--- src/rtl/dtq_pkg.sv ---
package dtq_pkg;

   localparam int NUM_TIMERS = 16;
   localparam int SLOT_W = $clog2(NUM_TIMERS);
   localparam int CNT_W = $clog2(NUM_TIMERS + 1);
   localparam int MAX_RESULTS = 16;
   localparam int FIRE_W = $clog2(MAX_RESULTS + 1);

   localparam logic [47:0] DEADLINE_MAX = 48'hFFFF_FFFF_FFFF;

   typedef enum logic [1:0] {
      OP_ADD    = 2'd0,
      OP_REMOVE = 2'd1,
      OP_TICK   = 2'd2,
      OP_NONE   = 2'd3
   } op_type;

   typedef enum logic [2:0] {
      KIND_ADDED    = 3'd0,
      KIND_FULL     = 3'd1,
      KIND_REMOVED  = 3'd2,
      KIND_NOTFOUND = 3'd3,
      KIND_FIRED    = 3'd4,
      KIND_NONE_DUE = 3'd5
   } kind_type;

   typedef enum logic [2:0] {
      ST_IDLE,
      ST_SCAN,
      ST_ACT,
      ST_MIN,
      ST_RESP
   } state_type;

endpackage

--- src/rtl/deadline_timer_queue.sv ---
// an add runs the min scan before its result; a remove or the first result of a tick
// comes after the search pass, the act step and the min scan
// each further fire of a tick repeats the search, act and min scan after the previous result is taken
// one request at a time, as the one read port of the slot memory is swept once
// per search pass; the next request is taken once the last result is taken and the queue is idle
// reset: synchronous, active high; clears valid bits, id counter and control, not the slots
module deadline_timer_queue
   import dtq_pkg::*;
(
   input  logic        clock,
   input  logic        reset,
   input  logic        req_valid,
   output logic        req_ready,
   input  logic [1:0]  req_operation,
   input  logic [47:0] req_deadline_ms,
   input  logic [31:0] req_period_ms,
   input  logic [31:0] req_target_id,
   input  logic [47:0] req_now_ms,
   output logic        rsp_valid,
   input  logic        rsp_ready,
   output logic [2:0]  rsp_kind,
   output logic [31:0] rsp_timer_id,
   output logic        rsp_rescheduled,
   output logic [47:0] rsp_next_deadline_ms,
   output logic [31:0] rsp_next_period_ms,
   output logic        rsp_last
);

   // slot memory: id, deadline, period packed in one word
   localparam int ENT_W = 32 + 48 + 32;
   logic [ENT_W-1:0] mem [NUM_TIMERS];
   logic [ENT_W-1:0] rd_data_ff;
   logic             mem_we;
   logic [SLOT_W-1:0] mem_waddr;
   logic [ENT_W-1:0] mem_wdata;
   logic [SLOT_W-1:0] mem_raddr;

   always_ff @(posedge clock) begin
      if (mem_we) begin
         mem[mem_waddr] <= mem_wdata;
      end
      rd_data_ff <= mem[mem_raddr];
   end

   // control state
   state_type state_ff, state_in;
   logic [NUM_TIMERS-1:0] valid_ff, valid_in;
   logic [NUM_TIMERS-1:0] fired_ff, fired_in;
   logic [31:0] id_cnt_ff, id_cnt_in;
   op_type      op_ff, op_in;
   logic [47:0] dl_ff, dl_in;
   logic [31:0] per_ff, per_in;
   logic [31:0] tid_ff, tid_in;
   logic [47:0] now_ff, now_in;
   // sweep: issue counter and slot index registered alongside the read data
   logic [CNT_W-1:0] rcnt_ff, rcnt_in;
   logic             rv_ff, rv_in;
   logic [SLOT_W-1:0] rslot_ff, rslot_in;
   // best candidate of the sweep
   logic             bfound_ff, bfound_in;
   logic [SLOT_W-1:0] bslot_ff, bslot_in;
   logic [ENT_W-1:0] bent_ff, bent_in;
   logic [FIRE_W-1:0] nfire_ff, nfire_in;
   // another unfired timer still due, seen during the min scan of a tick
   logic             more_ff, more_in;
   // pending result
   logic [2:0]  kind_ff, kind_in;
   logic [31:0] rid_ff, rid_in;
   logic        resch_ff, resch_in;
   logic        rlast_ff, rlast_in;
   logic        rsp_valid_ff, rsp_valid_in;
   logic [47:0] ndl_ff, ndl_in;
   logic [31:0] nper_ff, nper_in;

   logic [SLOT_W-1:0] free_slot;
   logic              have_free;
   logic [31:0] e_id;
   logic [47:0] e_dl;
   logic [31:0] e_per;
   logic        e_cand;
   logic        e_better;
   logic [48:0] resched_sum;
   logic [47:0] resched_dl;
   logic        sweep_done;

   always_ff @(posedge clock) begin
      if (reset) begin
         state_ff     <= ST_IDLE;
         valid_ff     <= '0;
         id_cnt_ff    <= '0;
         rsp_valid_ff <= 1'b0;
         rv_ff        <= 1'b0;
      end else begin
         state_ff     <= state_in;
         valid_ff     <= valid_in;
         id_cnt_ff    <= id_cnt_in;
         rsp_valid_ff <= rsp_valid_in;
         rv_ff        <= rv_in;
      end
      fired_ff  <= fired_in;
      op_ff     <= op_in;
      dl_ff     <= dl_in;
      per_ff    <= per_in;
      tid_ff    <= tid_in;
      now_ff    <= now_in;
      rcnt_ff   <= rcnt_in;
      rslot_ff  <= rslot_in;
      bfound_ff <= bfound_in;
      bslot_ff  <= bslot_in;
      bent_ff   <= bent_in;
      nfire_ff  <= nfire_in;
      more_ff   <= more_in;
      kind_ff   <= kind_in;
      rid_ff    <= rid_in;
      resch_ff  <= resch_in;
      rlast_ff  <= rlast_in;
      ndl_ff    <= ndl_in;
      nper_ff   <= nper_in;
   end

   // lowest free slot from the valid bits
   always_comb begin
      free_slot = '0;
      have_free = 1'b0;
      for (int i = NUM_TIMERS - 1; i >= 0; i--) begin
         if (!valid_ff[i]) begin
            free_slot = SLOT_W'(i);
            have_free = 1'b1;
         end
      end
   end

   // entry returned by the sweep read
   assign e_id  = rd_data_ff[ENT_W-1 -: 32];
   assign e_dl  = rd_data_ff[79:32];
   assign e_per = rd_data_ff[31:0];

   // candidate filter per pass type
   always_comb begin
      unique case (state_ff)
         ST_SCAN: begin
            if (op_ff == OP_REMOVE) begin
               e_cand = valid_ff[rslot_ff] && (e_id == tid_ff);
            end else begin
               e_cand = valid_ff[rslot_ff] && !fired_ff[rslot_ff] && (e_dl <= now_ff);
            end
         end
         default: e_cand = valid_ff[rslot_ff];
      endcase
   end

   // (deadline, id) order; sweep goes up so ties keep the lower slot
   always_comb begin
      if (!bfound_ff) begin
         e_better = 1'b1;
      end else if (e_dl != bent_ff[79:32]) begin
         e_better = e_dl < bent_ff[79:32];
      end else begin
         e_better = e_id < bent_ff[ENT_W-1 -: 32];
      end
   end

   assign resched_sum = {1'b0, now_ff} + {17'd0, bent_ff[31:0]};
   assign resched_dl  = resched_sum[48] ? DEADLINE_MAX : resched_sum[47:0];
   assign sweep_done  = rv_ff && (rslot_ff == SLOT_W'(NUM_TIMERS - 1));
   assign req_ready   = (state_ff == ST_IDLE) && !rsp_valid_ff;

   // next state
   always_comb begin
      state_in = state_ff;
      unique case (state_ff)
         ST_IDLE: begin
            if (req_valid && req_ready && op_type'(req_operation) != OP_NONE) begin
               state_in = (op_type'(req_operation) == OP_ADD) ? ST_MIN : ST_SCAN;
            end
         end
         ST_SCAN: if (sweep_done) state_in = ST_ACT;
         ST_ACT:  state_in = ST_MIN;
         ST_MIN:  if (sweep_done) state_in = ST_RESP;
         ST_RESP: begin
            if (!rsp_valid_ff) begin
               state_in = (op_ff == OP_TICK && !rlast_ff) ? ST_SCAN : ST_IDLE;
            end
         end
         default: state_in = ST_IDLE;
      endcase
   end

   // datapath and outputs
   always_comb begin
      valid_in     = valid_ff;
      fired_in     = fired_ff;
      id_cnt_in    = id_cnt_ff;
      op_in        = op_ff;
      dl_in        = dl_ff;
      per_in       = per_ff;
      tid_in       = tid_ff;
      now_in       = now_ff;
      rcnt_in      = rcnt_ff;
      rv_in        = 1'b0;
      rslot_in     = rslot_ff;
      bfound_in    = bfound_ff;
      bslot_in     = bslot_ff;
      bent_in      = bent_ff;
      nfire_in     = nfire_ff;
      more_in      = more_ff;
      kind_in      = kind_ff;
      rid_in       = rid_ff;
      resch_in     = resch_ff;
      rlast_in     = rlast_ff;
      ndl_in       = ndl_ff;
      nper_in      = nper_ff;
      rsp_valid_in = rsp_valid_ff;
      mem_we       = 1'b0;
      mem_waddr    = bslot_ff;
      mem_wdata    = bent_ff;
      mem_raddr    = rcnt_ff[SLOT_W-1:0];

      if (rsp_valid_ff && rsp_ready) begin
         rsp_valid_in = 1'b0;
      end

      // sweep read issue, one slot a cycle
      if ((state_ff == ST_SCAN || state_ff == ST_MIN) && rcnt_ff < CNT_W'(NUM_TIMERS)) begin
         rv_in    = 1'b1;
         rslot_in = rcnt_ff[SLOT_W-1:0];
         rcnt_in  = rcnt_ff + CNT_W'(1);
      end
      if ((state_ff == ST_SCAN || state_ff == ST_MIN) && rv_ff && e_cand) begin
         if (state_ff == ST_MIN || op_ff == OP_TICK) begin
            if (e_better) begin
               bfound_in = 1'b1;
               bslot_in  = rslot_ff;
               bent_in   = rd_data_ff;
            end
         end else if (!bfound_ff) begin
            // remove: first matching slot
            bfound_in = 1'b1;
            bslot_in  = rslot_ff;
         end
      end

      unique case (state_ff)
         ST_IDLE: begin
            rcnt_in   = '0;
            bfound_in = 1'b0;
            nfire_in  = '0;
            fired_in  = '0;
            more_in   = 1'b0;
            if (req_valid && req_ready) begin
               op_in  = op_type'(req_operation);
               dl_in  = req_deadline_ms;
               per_in = req_period_ms;
               tid_in = req_target_id;
               now_in = req_now_ms;
               if (op_type'(req_operation) == OP_ADD) begin
                  rlast_in = 1'b1;
                  resch_in = 1'b0;
                  if (have_free) begin
                     id_cnt_in           = id_cnt_ff + 32'd1;
                     valid_in[free_slot] = 1'b1;
                     mem_we              = 1'b1;
                     mem_waddr           = free_slot;
                     mem_wdata           = {id_cnt_ff + 32'd1, req_deadline_ms,
                                            req_period_ms};
                     kind_in             = KIND_ADDED;
                     rid_in              = id_cnt_ff + 32'd1;
                  end else begin
                     kind_in = KIND_FULL;
                     rid_in  = '0;
                  end
               end
            end
         end
         ST_SCAN: ;
         ST_ACT: begin
            rcnt_in   = '0;
            bfound_in = 1'b0;
            more_in   = 1'b0;
            resch_in  = 1'b0;
            rlast_in  = 1'b1;
            if (op_ff == OP_REMOVE) begin
               if (bfound_ff) begin
                  valid_in[bslot_ff] = 1'b0;
                  kind_in            = KIND_REMOVED;
                  rid_in             = tid_ff;
               end else begin
                  kind_in = KIND_NOTFOUND;
                  rid_in  = '0;
               end
            end else if (bfound_ff) begin
               fired_in[bslot_ff] = 1'b1;
               nfire_in           = nfire_ff + FIRE_W'(1);
               kind_in            = KIND_FIRED;
               rid_in             = bent_ff[ENT_W-1 -: 32];
               // last at the result limit, else the min scan decides
               rlast_in = (nfire_ff + FIRE_W'(1) == FIRE_W'(MAX_RESULTS));
               if (bent_ff[31:0] != 32'd0) begin
                  resch_in  = 1'b1;
                  mem_we    = 1'b1;
                  mem_waddr = bslot_ff;
                  mem_wdata = {bent_ff[ENT_W-1 -: 32], resched_dl, bent_ff[31:0]};
               end else begin
                  valid_in[bslot_ff] = 1'b0;
               end
            end else begin
               kind_in = KIND_NONE_DUE;
               rid_in  = '0;
            end
         end
         ST_MIN: begin
            // any unfired timer still due means the tick goes on
            if (rv_ff && valid_ff[rslot_ff] && !fired_ff[rslot_ff] && (e_dl <= now_ff)) begin
               more_in = 1'b1;
            end
            if (sweep_done) begin
               ndl_in = (bfound_in) ? bent_in[79:32] : 48'd0;
               nper_in = (bfound_in) ? bent_in[31:0] : 32'd0;
               if (kind_ff == KIND_FIRED && !more_in) begin
                  rlast_in = 1'b1;
               end
               rsp_valid_in = 1'b1;
            end
         end
         ST_RESP: begin
            rcnt_in   = '0;
            bfound_in = 1'b0;
         end
         default: ;
      endcase
   end

   assign rsp_valid            = rsp_valid_ff;
   assign rsp_kind             = kind_ff;
   assign rsp_timer_id         = rid_ff;
   assign rsp_rescheduled      = resch_ff;
   assign rsp_next_deadline_ms = ndl_ff;
   assign rsp_next_period_ms   = nper_ff;
   assign rsp_last             = rlast_ff;

endmodule
--- config.mk ---
export PLATFORM = sky130hd
export DESIGN_NAME = deadline_timer_queue
export DESIGN_NICKNAME = d
export VERILOG_FILES = /design/src/rtl/dtq_pkg.sv /design/src/rtl/deadline_timer_queue.sv
export SDC_FILE = /design/constraint.sdc
export NUM_CORES = 2
export LEC_CHECK = 0
export BUFFER_PORTS_ARGS = -buffer_cell sky130_fd_sc_hd__buf_2
export CAP_MARGIN = 20
export CELL_PAD_IN_SITES_DETAIL_PLACEMENT = 1
export CELL_PAD_IN_SITES_GLOBAL_PLACEMENT = 2
export CORE_MARGIN = 2
export CORE_UTILIZATION = 40
export DETAILED_ROUTE_END_ITERATION = 12
export PLACE_DENSITY = 0.68
export SLEW_MARGIN = 20
export SYNTH_ARGS = -nofsm -noshare
export SYNTH_HDL_FRONTEND = slang
export SYNTH_SLANG_ARGS = --single-unit
--- constraint.sdc ---
create_clock -name clock -period 7.63 [get_ports clock]
set_input_delay 1.1445 -clock clock [delete_from_list [all_inputs] [get_ports clock]]
set_output_delay 1.1445 -clock clock [all_outputs]
set_load 0.02 [all_outputs]
==> results.md <==
* Status: finished clean
* Drt drc at 0
* Mapped Cells at 4974
* Yosys warns at 0
* Cell Area, Synth at 92600 sq um
* Clk_lat worst skew at about 0.9 ns
* Synth Area per Inst at 18.6 sq um
* Final critical-path share of the clock period at around four fifths
* R2r startpoint: bent_ff[73]
* Startpoint Class: flip-flop
* Final Skew at about 0.047 ns
* Post-synth top area share at between 60% and 70%
* CP max stage cell: nor4_1
* Synth area leader: edfxtp_1
* Final hold slack at between 0.4 and 0.5 ns
* Buffers on Ports at 284
* Peak VDD IR at about 0.00023 V
* Cell Int Power at 0.0223 W
* Post-synthesis register bit count at approximately 2300
* WL final at around 280000 um
* Crit path time final at around 6 ns
* Worst-Margin Slew at roughly 1.2 ns
* Initial core utilization at roughly 40%
* Sequential fraction of the synthesis area at 72.0%
* CP top delay family: simple AND/OR/NAND/NOR gates
* Worst Min Path Start: req_now_ms[16]
* Pin count of the biggest net entering global routing at between 100 and 150
* Number of global-route vias before repair at around 52000
* Area Growth Syn to Fin at 15.6%
* Bufs and invs on worst path at 2
* Top-Level Pins at about 290
* Crit Path Max Fanout at 33
* Top FF cell, synth: edfxtp_1
* Max_slew headroom at about 17%
* CP arrival at between 6 and 7 ns
* Max-slew violations at 0
* Layout cells sized above 1 at 27.2%
* First-pass GRT wire length at between 300000 and 400000 um
* Die Area at between 200000 and 250000 sq um
* Final Core Density at 46.5%
* Final setup vio count at 0
* Critical path class: flip-flop to flip-flop
* Combinational share of power at between 10% and 20%
* Post-CTS Hold Buffers at 0
* Cell Pwr Density at roughly 280 nW/um^2
* Critical path capture point type: flip-flop
* Sw Ratio at between 20% and 30%
* Clock Sink Count at about 2300
* Flop pwr share at 49.7%
* CTS tree: yes
* Post-CTS setup buffers at 0
* H-tree Lvls at 4
* Root buffer selected by CTS: clkbuf_16
* Antenna-violating nets left at 0
* Leak at roughly 35 nW
* Via/cell ratio at about 5.8
* Chip Height at between 400 and 500 um
* CP startpoint: bent_ff[73]
* First-pass DRT Iterations at 5
* MaxCap Viol Count at 0
* Synth top area cells: edfxtp_1, mux4_2, dfxtp_1
* Post-Place Cells at between 8000 and 9000
* P_sw at just over 0.007 W
* CTS Buf Count at ~240
* Cell Chain, Critical Path: inv_1 -> ha_1 -> nand4_1 -> nor4_1 -> nand3_1 -> nor4bb_2 -> o21ai_0 -> a21oi_1 -> o221ai_4 -> buf_4 -> mux2_4 -> o21a_1
* 1st-iter DRT viols at between 5000 and 6000
* Unrepaired setup endpoints after global routing: false
* Fin cells at around 8700
* FFs w/ async S/R, synth at 0%
* Core area at approximately 230000 sq um
* Mapped Nets at ~5300
* Width of the die at between 400 and 500 um
* Hold/Removal Path Class: input pin to flip-flop
* Gpl congestion at slightly below 0.9
* Critical Path RT at slightly above 8 ns
* Row cnt at between 150 and 200
* Final nets at roughly 5800
* Vias at just over 50000
* WL/cell at 32.6 um
* Max incr delay on CP at between 0.9 and 1 ns
* Max Freq at roughly 170 MHz
* Clock Power Share at between 40% and 50%
* Total grt overflow at 0
* Final Hold Vio Count at 0
* Initial antenna violation count at 25
* Hpwl dp at 177000 um
* Post-CTS Resized at 0
* Number of flops mapped to enable cells by yosys at between 2000 and 2500
* Register clock-pin slew on the reported worst setup and hold paths at 0.07 ns
* Largest buffer count on any clock path at 3
* GRT Util Overall at roughly a quarter
* Synth unique cells at 71
* TNS Setup at 0 ns
[per-layer routing]
metal  part of all wire [%]  vias to the layer above  global-route usage [%]
met5                 0.0050                        -                       0
met2                     46                     1942                    37.0
met3                    7.4                      337                    5.04
met1                     44                    27118                    34.6
met4                    2.5                        4                    6.18
li1                       -                    21007                       -
[through the flow]
| stage | setup WS, ns | area, sq um | power [W] |
|---|---|---|---|
| after global placement | 1.41 | 98800 | 0.0179 |
| after CTS | 1.66 | 107000 | 0.0298 |
| final | 1.65 | 107000 | 0.0295 |
| after global routing | 1.47 | 107000 | 0.0305 |
| after floorplan | -0.289 | 92600 | 0.0167 |
| after detailed placement | 1.66 | 98900 | 0.0179 |
[worst register-to-register path, stage by stage (launching register included)]
cell	delay, ns
dfxtp_1	0.40
inv_1	0.07
ha_1	0.30
nand4_1	0.18
nor4_1	0.95
nand3_1	0.55
nor4bb_2	0.74
o21ai_0	0.21
a21oi_1	0.76
o221ai_4	0.44
buf_4	0.52
mux2_4	0.51
o21a_1	0.11
[worst paths after layout]
kind	end	slack, ns	depth (start not counted)
setup / recovery	rsp_next_period_ms[3]	1.65	12
hold / removal	now_ff[16]	0.45	1
setup reg to reg	rsp_next_period_ms[3]	1.65	12
hold reg to reg	bent_ff[20]	0.47	1
[registers in the layout (all words and copies together) (netlist names), 2 cells and up]
signal / count
now_ff: 48
id_cnt_ff: 32
bent_ff: 112
op_ff: 2
rd_data_ff: 112
rslot_ff: 4
rsp_next_deadline_ms: 48
valid_ff: 16
rsp_timer_id: 32
fired_ff: 16
nfire_ff: 5
tid_ff: 32
rsp_next_period_ms: 32
rsp_kind: 3
mem: 1792
rcnt_ff: 5
bslot_ff: 4
state_ff: 3
[synthesized netlist by cell type (all sizes together) (7+ instances only)]
master and n:
inv 154, xnor2 57, a31oi 18, a21oi 217, and3 16, nor4 25
clkbuf 150, o21ai 137, or3 8, xor2 67, buf 79, nor3 41
o21a 87, mux4 569, nor2b 19, dfxtp 251, a221oi 13, nor2 189
ha 163, o22ai 30, nand3 50, o211ai 19, a211oi 22, nand2 256
mux2 81, a22oi 10, o31ai 7, nand2b 15, edfxtp 2053, a21o 45
nand4 50
[power by group through the flow]
stage	registers [W]	clock network [W]	logic, W
floorplan	0.0147	0	0.00199
global placement	0.0149	0	0.00297
detailed placement	0.0149	0	0.00301
CTS	0.0147	0.0121	0.00303
global route	0.0147	0.0125	0.00327
finish	0.0147	0.0119	0.00301
[layout by cell type, fill, tap and decap left out, types with 18 or more instances in the layout]
cell type and count:
a211oi_1 22, xnor2_1 57, bufinv_16 25, o22ai_1 29, o21ai_0 126, buf_12 48
xor2_1 67, nor4_1 24, nand3_1 49, nand4_1 50, clkinv_1 31, clkbuf_1 49
o211ai_1 19, edfxtp_1 2053, buf_2 284, ha_1 163, buf_4 110, dfxtp_1 246
o21a_1 86, mux4_2 569, mux2_4 78, nor2_1 169, nand2_1 256, a21oi_1 205
nor3_1 38, nor2b_1 18, clkinv_2 58, a21o_1 45, clkbuf_16 241, inv_1 153
[final cells by class]
class                      instances  area (sq um)
fill                           21420        123000
sequential                      2304         66700
multi-input combinational       2286         24700
clock buffer                     306          6430
tap                             3026          3790
timing repair buffer             444          3230
clock inverter                   147          1580
inverter                         155           584
antenna                            8          20.0
[cells by family after synthesis]
| group | Yosys count | synth area share (%) |
|---|---|---|
| buffers and inverters | 384 | 1.61 |
| AOI/OAI and AO/OA | 653 | 4.38 |
| and+or+nand+nor | 691 | 3.38 |
| xor gates and xnor gates | 124 | 1.17 |
| DFF | 2304 | 72.0 |
| muxes | 654 | 15.2 |
| adders and majority gates | 164 | 2.23 |
Power figures use the tool's default switching activity.
